==> config.mk <==
export PLATFORM = sky130hd
export DESIGN_NAME = priority_task_timer_scheduler_core
export DESIGN_NICKNAME = d
export VERILOG_FILES = /design/src/ptts_pkg.sv /design/src/ptts_table.sv /design/src/priority_task_timer_scheduler_core.sv
export VERILOG_INCLUDE_DIRS = /design/src /design/src/src
export SDC_FILE = /design/constraint.sdc
export NUM_CORES = 1
export LEC_CHECK = 0
export ABC_AREA = 0
export BUFFER_PORTS_ARGS = -buffer_cell sky130_fd_sc_hd__buf_2
export CAP_MARGIN = 10
export CORE_MARGIN = 4
export CORE_UTILIZATION = 45
export DETAILED_ROUTE_END_ITERATION = 8
export GPL_ROUTABILITY_DRIVEN = 0
export GPL_TIMING_DRIVEN = 1
export SYNTH_ARGS = -nofsm -noshare
export SYNTH_HDL_FRONTEND = slang
export SYNTH_SLANG_ARGS = --single-unit
==> constraint.sdc <==
create_clock -name clk -period 10.68 [get_ports clk]
set_input_delay 2.136 -clock clk [delete_from_list [all_inputs] [get_ports clk]]
set_output_delay 2.136 -clock clk [all_outputs]
set_load 0.005 [all_outputs]
==> src/priority_task_timer_scheduler_core_assert.svh <==
// Assertion macros for the priority task timer scheduler
`ifndef PRIORITY_TASK_TIMER_SCHEDULER_CORE_ASSERT_SVH
`define PRIORITY_TASK_TIMER_SCHEDULER_CORE_ASSERT_SVH
// same-cycle implication
`define PTTS_ASSERT_IMPL(lbl, clk, rst_n, a, c) \
  lbl: assert property (@(posedge clk) disable iff (!rst_n) (a) |-> (c)) \
    else $error("assertion failed");
// next-cycle implication
`define PTTS_ASSERT_NEXT(lbl, clk, rst_n, a, c) \
  lbl: assert property (@(posedge clk) disable iff (!rst_n) (a) |=> (c)) \
    else $error("assertion failed");
`endif

==> src/ptts_pkg.sv <==
// Package: types, codes and helpers for the priority task timer scheduler
`timescale 1ns / 1ps
package ptts_pkg;
  localparam int TASK_COUNT_DEF = 8;
  localparam int MAX_TASKS = 16;

  typedef enum logic [2:0] {
    OP_REGISTER   = 3'd0,
    OP_UNREGISTER = 3'd1,
    OP_TICK       = 3'd2,
    OP_DISPATCH   = 3'd3,
    OP_DONE       = 3'd4
  } op_t;

  localparam logic [2:0] ST_OK      = 3'd0;
  localparam logic [2:0] ST_BOUNDS  = 3'd1;
  localparam logic [2:0] ST_BUSY    = 3'd2;
  localparam logic [2:0] ST_NOREADY = 3'd3;
  localparam logic [2:0] ST_NORUN   = 3'd4;

  typedef enum logic [2:0] {
    S_IDLE,
    S_EXEC,
    S_WALK,
    S_EMIT,
    S_WAIT
  } state_t;

  typedef struct packed {
    logic        walk;
    logic [2:0]  op;
    logic [3:0]  idx;
    logic [4:0]  lvlp1;
    logic        wr_reg;
    logic        wr_unreg;
    logic [3:0]  prio;
    logic [15:0] phasing;
    logic [15:0] period;
    logic        treq;
    logic        dir;
  } tbl_cmd_t;

  typedef struct packed {
    logic fire_dir;
    logic fire_pend;
    logic pick;
    logic work;
    logic proc;
    logic used_at_prio;
  } tbl_stat_t;

  // highest set bit of a mask; valid low when the mask is empty
  function automatic logic [4:0] hi_bit(input logic [MAX_TASKS-1:0] m);
    logic [4:0] r;
    r = 5'd0;
    for (int i = 0; i < MAX_TASKS; i++) begin
      if (m[i]) r = {1'b1, 4'(i)};
    end
    return r;
  endfunction
endpackage

==> src/ptts_table.sv <==
// Task slot table with the shared per-slot update unit
`timescale 1ns / 1ps
module ptts_table import ptts_pkg::*; #(
  parameter int TASK_COUNT = TASK_COUNT_DEF
) (
  input  logic      clk,
  input  logic      rst_n,
  input  tbl_cmd_t  cmd,
  output tbl_stat_t stat
);
  localparam int IW = (TASK_COUNT > 1) ? $clog2(TASK_COUNT) : 1;

  logic [TASK_COUNT-1:0] used_r, periodic_r, timed_r, direct_r;
  logic [15:0] ticks_r  [TASK_COUNT];
  logic [15:0] reload_r [TASK_COUNT];
  logic [7:0]  fired_r  [TASK_COUNT];
  logic [7:0]  served_r [TASK_COUNT];

  logic [IW-1:0] wi, pi;
  logic          u, t, differ;
  logic [15:0]   tl;

  assign wi = cmd.idx[IW-1:0];
  assign pi = cmd.prio[IW-1:0];
  assign u  = used_r[wi];
  assign t  = timed_r[wi];
  assign tl = ticks_r[wi];
  assign differ = fired_r[wi] != served_r[wi];

  always_comb begin
    stat = '0;
    stat.used_at_prio = used_r[pi];
    stat.proc = {1'b0, cmd.idx} >= cmd.lvlp1;
    if (cmd.walk) begin
      case (cmd.op)
        OP_TICK: begin
          if (u && t && tl == 16'd0) begin
            stat.fire_dir  = direct_r[wi];
            stat.fire_pend = !direct_r[wi] && stat.proc;
          end
        end
        OP_DISPATCH: stat.pick = stat.proc && differ && u;
        OP_DONE:     stat.work = stat.proc && differ;
        default: ;
      endcase
    end
  end

  always_ff @(posedge clk) begin
    if (!rst_n) begin
      used_r     <= '0;
      periodic_r <= '0;
      timed_r    <= '0;
      direct_r   <= '0;
      for (int i = 0; i < TASK_COUNT; i++) begin
        fired_r[i]  <= 8'd0;
        served_r[i] <= 8'd0;
      end
    end else begin
      if (cmd.wr_reg) begin
        ticks_r[pi]    <= cmd.phasing;
        reload_r[pi]   <= cmd.period;
        fired_r[pi]    <= 8'd0;
        served_r[pi]   <= 8'd0;
        periodic_r[pi] <= cmd.period != 16'd0;
        timed_r[pi]    <= cmd.phasing != 16'd0 || cmd.period != 16'd0 || cmd.treq;
        direct_r[pi]   <= cmd.dir;
        used_r[pi]     <= 1'b1;
      end
      if (cmd.wr_unreg) begin
        used_r[pi]     <= 1'b0;
        periodic_r[pi] <= 1'b0;
        timed_r[pi]    <= 1'b0;
        direct_r[pi]   <= 1'b0;
      end
      if (cmd.walk) begin
        case (cmd.op)
          OP_TICK: begin
            if (u && t) begin
              if (tl != 16'd0) begin
                ticks_r[wi] <= tl - 16'd1;
              end else begin
                fired_r[wi] <= fired_r[wi] + 8'd1;
                if (periodic_r[wi]) ticks_r[wi] <= reload_r[wi] - 16'd1;
                else timed_r[wi] <= 1'b0;
                if (direct_r[wi]) served_r[wi] <= served_r[wi] + 8'd1;
              end
            end
          end
          OP_DISPATCH: begin
            if (stat.proc && differ) begin
              if (!u) served_r[wi] <= fired_r[wi];
              else served_r[wi] <= served_r[wi] + 8'd1;
            end
          end
          default: ;
        endcase
      end
    end
  end
endmodule

==> src/priority_task_timer_scheduler_core.sv <==
// Top level: sequencer, running mask and result register of the scheduler
// One beat in, one to TASK_COUNT+1 beats out. Register, unregister, unknown ops
// and done with nothing running go from the exec state straight to the emit
// state, which registers their result beat. Tick, dispatch and done walk the
// slot table one slot per cycle through the shared update unit before the emit
// state, and a tick emits a beat for each direct run reported ahead of its
// final beat. An output stall holds each beat until it is taken. The input
// stalls from acceptance until the final beat is taken.
`timescale 1ns / 1ps
`include "priority_task_timer_scheduler_core_assert.svh"
module priority_task_timer_scheduler_core import ptts_pkg::*; #(
  parameter int TASK_COUNT = TASK_COUNT_DEF
) (
  input  logic        clk,
  input  logic        rst_n,
  input  logic        in_valid,
  output logic        in_stall,
  input  logic [2:0]  in_op,
  input  logic [3:0]  in_prio,
  input  logic [15:0] in_phasing,
  input  logic [15:0] in_period,
  input  logic        in_timed_request,
  input  logic        in_direct,
  output logic        out_valid,
  input  logic        out_stall,
  output logic [2:0]  out_status,
  output logic        out_run_valid,
  output logic [3:0]  out_task_res,
  output logic        out_is_direct,
  output logic        out_pending_out,
  output logic        out_last
);
  localparam int IW = (TASK_COUNT > 1) ? $clog2(TASK_COUNT) : 1;

  state_t state_r, state_nxt;
  logic [2:0]  op_r;
  logic [3:0]  prio_r;
  logic [15:0] phasing_r, period_r;
  logic        treq_r, dir_r;
  logic [3:0]  idx_r;
  logic [4:0]  lvlp1_r;
  logic        pend_r, pending_r;
  logic [TASK_COUNT-1:0] dmask_r, run_mask_r;
  logic [2:0]  status_r;
  logic        run_r;
  logic [3:0]  task_r;

  logic        ov_r, olast_r, odir_r, orun_r;
  logic [2:0]  ostat_r;
  logic [3:0]  otask_r;

  tbl_cmd_t  cmd;
  tbl_stat_t stat;
  logic [4:0] lvl_hb, new_hb, dm_hb;
  logic [TASK_COUNT-1:0] cleared;
  logic prio_oob, walk_end;

  assign lvl_hb  = hi_bit(MAX_TASKS'(run_mask_r));
  assign cleared = run_mask_r & ~(TASK_COUNT'(1) << lvl_hb[3:0]);
  assign new_hb  = hi_bit(MAX_TASKS'(cleared));
  assign dm_hb   = hi_bit(MAX_TASKS'(dmask_r));
  assign prio_oob = {1'b0, prio_r} >= 5'(TASK_COUNT);
  assign walk_end = idx_r == 4'd0 || stat.pick || (op_r != OP_TICK && !stat.proc);

  ptts_table #(.TASK_COUNT(TASK_COUNT)) u_table (
    .clk(clk), .rst_n(rst_n), .cmd(cmd), .stat(stat)
  );

  always_comb begin
    cmd = '0;
    cmd.op      = op_r;
    cmd.idx     = idx_r;
    cmd.lvlp1   = lvlp1_r;
    cmd.prio    = prio_r;
    cmd.phasing = phasing_r;
    cmd.period  = period_r;
    cmd.treq    = treq_r;
    cmd.dir     = dir_r;
    cmd.walk    = state_r == S_WALK;
    cmd.wr_reg  = state_r == S_EXEC && op_r == OP_REGISTER && !prio_oob &&
                  !stat.used_at_prio;
    cmd.wr_unreg = state_r == S_EXEC && op_r == OP_UNREGISTER && !prio_oob;
  end

  always_comb begin
    state_nxt = state_r;
    case (state_r)
      S_IDLE: if (in_valid) state_nxt = S_EXEC;
      S_EXEC: begin
        if (op_r == OP_TICK || op_r == OP_DISPATCH ||
            (op_r == OP_DONE && lvl_hb[4])) state_nxt = S_WALK;
        else state_nxt = S_EMIT;
      end
      S_WALK: if (walk_end) state_nxt = S_EMIT;
      S_EMIT: state_nxt = S_WAIT;
      S_WAIT: if (!out_stall) state_nxt = olast_r ? S_IDLE : S_EMIT;
      default: state_nxt = S_IDLE;
    endcase
  end

  assign in_stall = state_r != S_IDLE;

  always_ff @(posedge clk) begin
    if (!rst_n) begin
      state_r    <= S_IDLE;
      pending_r  <= 1'b0;
      run_mask_r <= '0;
      dmask_r    <= '0;
      ov_r       <= 1'b0;
    end else begin
      state_r <= state_nxt;
      case (state_r)
        S_IDLE: begin
          if (in_valid) begin
            op_r      <= in_op;
            prio_r    <= in_prio;
            phasing_r <= in_phasing;
            period_r  <= in_period;
            treq_r    <= in_timed_request;
            dir_r     <= in_direct;
          end
        end
        S_EXEC: begin
          idx_r    <= 4'(TASK_COUNT - 1);
          dmask_r  <= '0;
          run_r    <= 1'b0;
          task_r   <= 4'd0;
          pend_r   <= op_r == OP_TICK ? pending_r : 1'b0;
          if (op_r == OP_DONE && lvl_hb[4]) begin
            run_mask_r <= cleared;
            lvlp1_r <= new_hb[4] ? 5'(new_hb[3:0]) + 5'd1 : 5'd0;
          end else begin
            lvlp1_r <= lvl_hb[4] ? 5'(lvl_hb[3:0]) + 5'd1 : 5'd0;
          end
          case (op_r)
            OP_REGISTER: begin
              if (prio_oob) status_r <= ST_BOUNDS;
              else if (stat.used_at_prio) status_r <= ST_BUSY;
              else status_r <= ST_OK;
            end
            OP_UNREGISTER: status_r <= prio_oob ? ST_BOUNDS : ST_OK;
            OP_DISPATCH: status_r <= ST_NOREADY;
            OP_DONE: status_r <= lvl_hb[4] ? ST_OK : ST_NORUN;
            default: status_r <= ST_OK;
          endcase
        end
        S_WALK: begin
          idx_r <= idx_r - 4'd1;
          if (stat.fire_dir) dmask_r[idx_r[IW-1:0]] <= 1'b1;
          if (stat.fire_pend || stat.work) pend_r <= 1'b1;
          if (stat.pick) begin
            run_mask_r[idx_r[IW-1:0]] <= 1'b1;
            status_r <= ST_OK;
            run_r    <= 1'b1;
            task_r   <= idx_r;
          end
          if (walk_end) pending_r <= stat.fire_pend || stat.work || pend_r;
        end
        S_EMIT: begin
          ov_r <= 1'b1;
          if (dm_hb[4]) begin
            dmask_r[dm_hb[IW-1:0]] <= 1'b0;
            ostat_r <= ST_OK;
            orun_r  <= 1'b1;
            otask_r <= dm_hb[3:0];
            odir_r  <= 1'b1;
            olast_r <= 1'b0;
          end else begin
            ostat_r <= status_r;
            orun_r  <= run_r;
            otask_r <= task_r;
            odir_r  <= 1'b0;
            olast_r <= 1'b1;
          end
        end
        S_WAIT: if (!out_stall) ov_r <= 1'b0;
        default: ;
      endcase
    end
  end

  assign out_valid       = ov_r;
  assign out_status      = ostat_r;
  assign out_run_valid   = orun_r;
  assign out_task_res    = otask_r;
  assign out_is_direct   = odir_r;
  assign out_pending_out = pending_r;
  assign out_last        = olast_r;

  `PTTS_ASSERT_IMPL(a_out_busy, clk, rst_n, out_valid, in_stall)
  `PTTS_ASSERT_IMPL(a_dir_notlast, clk, rst_n, out_valid && out_is_direct, !out_last)
  `PTTS_ASSERT_IMPL(a_dmask_idle, clk, rst_n, state_r == S_IDLE, dmask_r == '0)
  `PTTS_ASSERT_NEXT(a_last_idle, clk, rst_n, out_valid && !out_stall && out_last,
                    !in_stall)
endmodule

==> results.toml, run 1 <==
[timing]
finalCritPeriodShare = 0.6194
holdWs_ns = 0.4624
grt_setup_unrepaired = "no"
relSlewSlack = 0.1705
worst_pin_slew_ns = 1.237
skew_ns = 0.01696
tns_ns = 0
max_freq_mhz = 151.2
drv_slew = 0
hold_violations = 0
fin_crit_ns = 6.615
setup_viol = 0

[cells_and_area]
layout-drive-gt1-share = 0.1807
stdcell_count = 2335
seq_area_sq_mm = 0.01471
syn2layout_area_growth_pct = 11.22
fin_nets = 1687
antennaDiodeCount = 0
fillers = 4263
final_core_util = 0.5096
multiInputGateArea_sq_mm = 0.007355

[grt]
grt_usage = 0.1992
grt_max_degree = 52
grt_overflow = 0
grt_pass1_wl_mm = 82.17
grt_pass1_vias = 13550
grt_antenna_before_repair = 0

[yosys]
synth-compound-area-share = 0.06221
syn_avg_cell_area_sq_um = 14.53
synth_nets = 1613
synth_common_cells = "edfxtp_1, nor2_1, nand2_1, mux4_2, mux2i_1"
synth_top_family_by_area = "multiplexers"
synthFlopType = "edfxtp_1"
synth-edff-count = 452
synth_area_leaders = "edfxtp_1, mux4_2, dfxtp_1, nor2_1, mux2i_1"
synth_xor_area_frac = 0.01397
ys_seq_elements = 508
synthDistinctLibCells = 83
synth-seq-area-share = 0.6511
netlist_area_sq_mm = 0.02257
muxShareOfSynthArea = 0.1370
async_reset_ff_frac = 0
syn_inst = 1553
yosys_warnings = 0
synth_fa_ha_area_frac = 0.008316
synth_top_area_share = 0.6014
synth.most_common_cell = "edfxtp_1"
synthSimpleGateAreaFrac = 0.1028
synth_area_leader_cell = "edfxtp_1"

[cts]
postCtsSetupBuffers = 0
cts-htree-levels = 2
postCtsResizedCells = 0
root_buffer = "clkbuf_16"
clock_sinks = 508
clkTransAtPathRegs_ns = 0.06
clockBufferDepth = 3
ctsHoldBuffers = 0
cts_tree = "yes"
numCtsBuffers = 53
clkLatencyLatePin_ns = 0.60

[floorplan]
ios = 58
core-area_sq_mm = 0.04925
die_area_sq_mm = 0.05380
initial_core_util = 0.4582
fp-row-count = 81
die_h_um = 231.9
die_width_um = 231.9

[routing]
dr_total_vias = 13560
route.detailed.drc = 0
wl_mm = 53.71
via_per_inst = 5.806
drtAntennaViolNets = 0
drt_iter0_markers = 1436
routedWlPerCell_um = 23.00
drt_pass1_iterations = 6

[pwr]
clock_power_share = 0.385
p_leak_nw = 8.584
seqPwrFrac = 0.525
p_switching_mw = 1.016
ir_worst_vdd_v = 0.0001276
switching_share = 0.2360
power_frac_comb = 0.090
powerDensity_mw_per_mm2 = 171.5
intPower_mw = 3.288

[critical_path]
crit_arrival_ns = 6.90
worstSetupEndpointType = "register"
start_kind = "input port"
path_max_fanout = 42
critical_path_class = "in -> reg"
required_ns = 10.97

[placement]
numPlacedInstances = 2236
io_buffer_count = 57
place_hpwl_mm = 35.31

[run_status]
status = "finished, final reports clean"

[flow_run]
max_cap_violations = 0

[min_path]
min-delay-path-class = "reg -> reg"
[metal layers]
metal  up-vias  part of all wire  GRT usage
met3       101             0.054    0.02453
met1      6850              0.43     0.2797
met2       454              0.49     0.3300
met4         0             0.026    0.05791
li1       6152                 -          -
met5         -                 0          0
[worst max-delay path, stage by stage]
cell and delay, ns:
buf_2 0.08, buf_4 0.40, clkinv_1 0.64, nor2_1 0.68, o31a_1 0.26, o211a_1 0.23
nand3_1 0.39, o21a_1 0.36, ha_1 0.21, nand3b_1 0.21, nor2_1 0.11, a22oi_2 0.34
nor4_1 0.12, o31ai_1 0.70
[layout make-up]
type                       count  share of cell area
sequential                   508              0.5859
multi-input combinational    939              0.2930
clock buffer                  70             0.05538
tap                          664             0.03310
timing repair buffer          91             0.02153
clock inverter                29            0.006032
inverter                      34            0.005084
[registers in the layout, indices dropped and copies added, names as in the netlist, 4 cells and up, named ones only]
signal and flops:
u_table.periodic_r 8, u_table.direct_r 8, lvlp1_r 4, dmask_r 8
u_table.timed_r 8, run_mask_r 8, u_table.fired_r 64, task_r 4
period_r 16, idx_r 4, u_table.reload_r 128, out_task_res 4
phasing_r 16, u_table.served_r 64, prio_r 4, u_table.ticks_r 128
u_table.used_r 8
[kinds of logic (layout without fill, tap and decap cells)]
logic type | count (synthesis) | count (layout)
buffers and inverters | 106 | 224
AOI/OAI and AO/OA | 209 | 209
DFF | 508 | 508
adders and majority gates | 15 | 15
muxes | 184 | 184
and+or+nand+nor | 495 | 495
xor gates and xnor gates | 36 | 36
[placed cells by master, fill, tap and decap left out, types with 36 or more instances in the layout]
cell type	count
edfxtp_1	452
nor2_1	232
nand2_1	97
mux4_2	96
mux2i_1	61
buf_2	57
a21oi_1	56
clkbuf_16	53
dfxtp_1	53
o21ai_0	36
[stage by stage]
| stage | power (mW) | setup slack, ns | cell area, sq um |
|---|---|---|---|
| final | 4.304 | 4.065 | 25100 |
| after CTS | 4.345 | 4.141 | 25100 |
| after detailed placement | 2.691 | 3.591 | 23560 |
| after global placement | 2.685 | 3.815 | 23560 |
| after floorplan | 2.581 | 5.343 | 22570 |
| after global routing | 4.468 | 3.583 | 25100 |
[power by group through the flow]
stage	clock [mW]	combinational, mW	sequential [mW]
after global routing	1.78	0.419	2.27
after global placement	0	0.386	2.30
after floorplan	0	0.317	2.26
after CTS	1.69	0.390	2.26
after detailed placement	0	0.389	2.30
final	1.66	0.388	2.26
[final timing paths]
path                     startpoint  depth (start not counted)                endpoint  slack, ns
hold reg to reg   u_table.used_r[6]                          2       u_table.used_r[6]       0.46
setup / recovery              rst_n                         14  u_table.ticks_r[2][12]       4.07
setup reg to reg           register                         13  u_table.ticks_r[2][12]       4.16
hold / removal    u_table.used_r[6]                          2       u_table.used_r[6]       0.46
No activity file was read; power rests on OpenSTA's default activity.
==> run 2: changes to the inputs <==
clock period = 6.9 ns   (was 10.68 ns; I/O delays follow)
==> results.toml, run 2 (same netlist as run 1, synthesis figures left out) <==
[floorplan]
core-area_sq_mm = 0.04925
die_h_um = 231.9
fp-row-count = 81
die_width_um = 231.9
die_area_sq_mm = 0.05380
ios = 58
initial_core_util = 0.4582

[critical_path]
required_ns = 7.18
crit_arrival_ns = 5.90
critical_path_class = "reg -> reg"
critPathSlowestCell = "edfxtp_1"
worst-path-buf-inv = 0
start_kind = "register"
path_max_fanout = 26
max_stage_delay_ns = 1.01
worstSetupEndpointType = "register"
crit_family = "compound AO/OA/AOI/OAI gates"
worstPathCellList = "mux4_2 > mux2i_1 > nor2_1 > o211a_1 > nand3_1 > o21a_1 > ha_1 > nand3b_1 > nor4_4 > a22oi_2 > o31a_1 > o31ai_1"

[cells_and_area]
syn2layout_area_growth_pct = 11.78
fillers = 4181
multiInputGateArea_sq_mm = 0.007355
final_core_util = 0.5121
layout-drive-gt1-share = 0.1856
seq_area_sq_mm = 0.01471
antennaDiodeCount = 0
postLayoutCellArea_sq_mm = 0.02523
top_regs = "u_table.reload_r x128, u_table.ticks_r x128"
most-common-layout-cells = "edfxtp_1, nor2_1, nand2_1"
final_common_cell = "edfxtp_1"
fin_nets = 1686

[routing]
drt_iter0_markers = 1401
drtAntennaViolNets = 0
drt_pass1_iterations = 5
route.detailed.drc = 0
via_per_inst = 5.805
wl_mm = 53.18
dr_total_vias = 13550
routedWlPerCell_um = 22.78

[timing]
max_freq_mhz = 178.0
finalCritPeriodShare = 0.8144
fin_crit_ns = 5.619
worst_pin_slew_ns = 1.191
relSlewSlack = 0.2052
setup_viol = 0
skew_ns = 0.02204
tns_ns = 0
hold_violations = 0
grt_setup_unrepaired = "no"
drv_slew = 0
holdWs_ns = 0.4701
layout_setup_ws_ns = 1.281

[cts]
ctsHoldBuffers = 0
clkTransAtPathRegs_ns = 0.06
numCtsBuffers = 53
postCtsResizedCells = 0
clock_sinks = 508
cts_tree = "yes"
root_buffer = "clkbuf_16"
clkLatencyLatePin_ns = 0.60
postCtsSetupBuffers = 0
cts-htree-levels = 2
clockBufferDepth = 3

[pwr]
seqPwrFrac = 0.511
p_switching_mw = 1.594
ir_worst_vdd_v = 0.0002201
p_leak_nw = 8.656
power_frac_comb = 0.087
switching_share = 0.2324
clock_power_share = 0.402
intPower_mw = 5.264
powerDensity_mw_per_mm2 = 271.9

[placement]
io_buffer_count = 57
place_area_sq_mm = 0.02355
place_ws_ns = 1.376
place_hpwl_mm = 35.77

[grt]
grt_overflow = 0
grt_pass1_vias = 13370
grt_max_degree = 49
grt_pass1_wl_mm = 81.28
grt_antenna_before_repair = 0
grt_usage = 0.1971

[flow_run]
max_cap_violations = 0

[min_path]
min-delay-path-class = "reg -> reg"

[run_status]
status = "finished, final reports clean"
[run 2: worst reg2reg max path, delay by kind of cell, from the launching register on]
kind            cells  cell delay, ns
compound gates      5            1.64
mux                 2            1.33
simple gates        4            1.12
flops               1            1.01
fa+ha+maj           1            0.20
[run 2: worst paths after layout]
kind                                        start                     end  slack [ns]  depth (start not counted)
worst min register to register  u_table.used_r[6]       u_table.used_r[6]        0.47                          2
worst max-delay path                     idx_r[0]  u_table.ticks_r[4][12]        1.28                         12
worst min-delay path            u_table.used_r[6]       u_table.used_r[6]        0.47                          2
worst max register to register           idx_r[0]  u_table.ticks_r[4][12]        1.28                         12
[run 2: power groups by stage]
stage          Sequential, mW  Clock, mW  Combinational (mW)
2_1_floorplan            3.50          0               0.490
3_5_place_dp             3.57          0               0.600
6_report                 3.50       2.76               0.600
3_3_place_gp             3.56          0               0.596
5_1_grt                  3.51       2.95               0.648
4_1_cts                  3.50       2.83               0.604
[run 2: final cells by class]
cell class	instances	share of cell area
Multi-Input combinational cell	939	0.2916
Clock inverter	30	0.01056
Timing Repair Buffer	90	0.02113
Tap cell	664	0.03293
Sequential cell	508	0.5830
Inverter	34	0.005059
Clock buffer	69	0.05580
[run 2: per-layer routing]
metal  vias up  share of wire  track usage  wire length [um]
met5         -              0            0                 0
met3        90          0.055      0.03177              2944
met4         0          0.026      0.06183              1392
met2       459           0.48       0.3215             25770
li1       6155              -            -                 -
met1      6844           0.43       0.2743             23070
[run 2: metrics by stage]
step | total power, mW | cells
3_3_place_gp | 4.161 | 2235
2_1_floorplan | 3.995 | 1553
5_1_grt | 7.112 | 2334
4_1_cts | 6.934 | 2334
3_5_place_dp | 4.168 | 2235
6_report | 6.858 | 2334
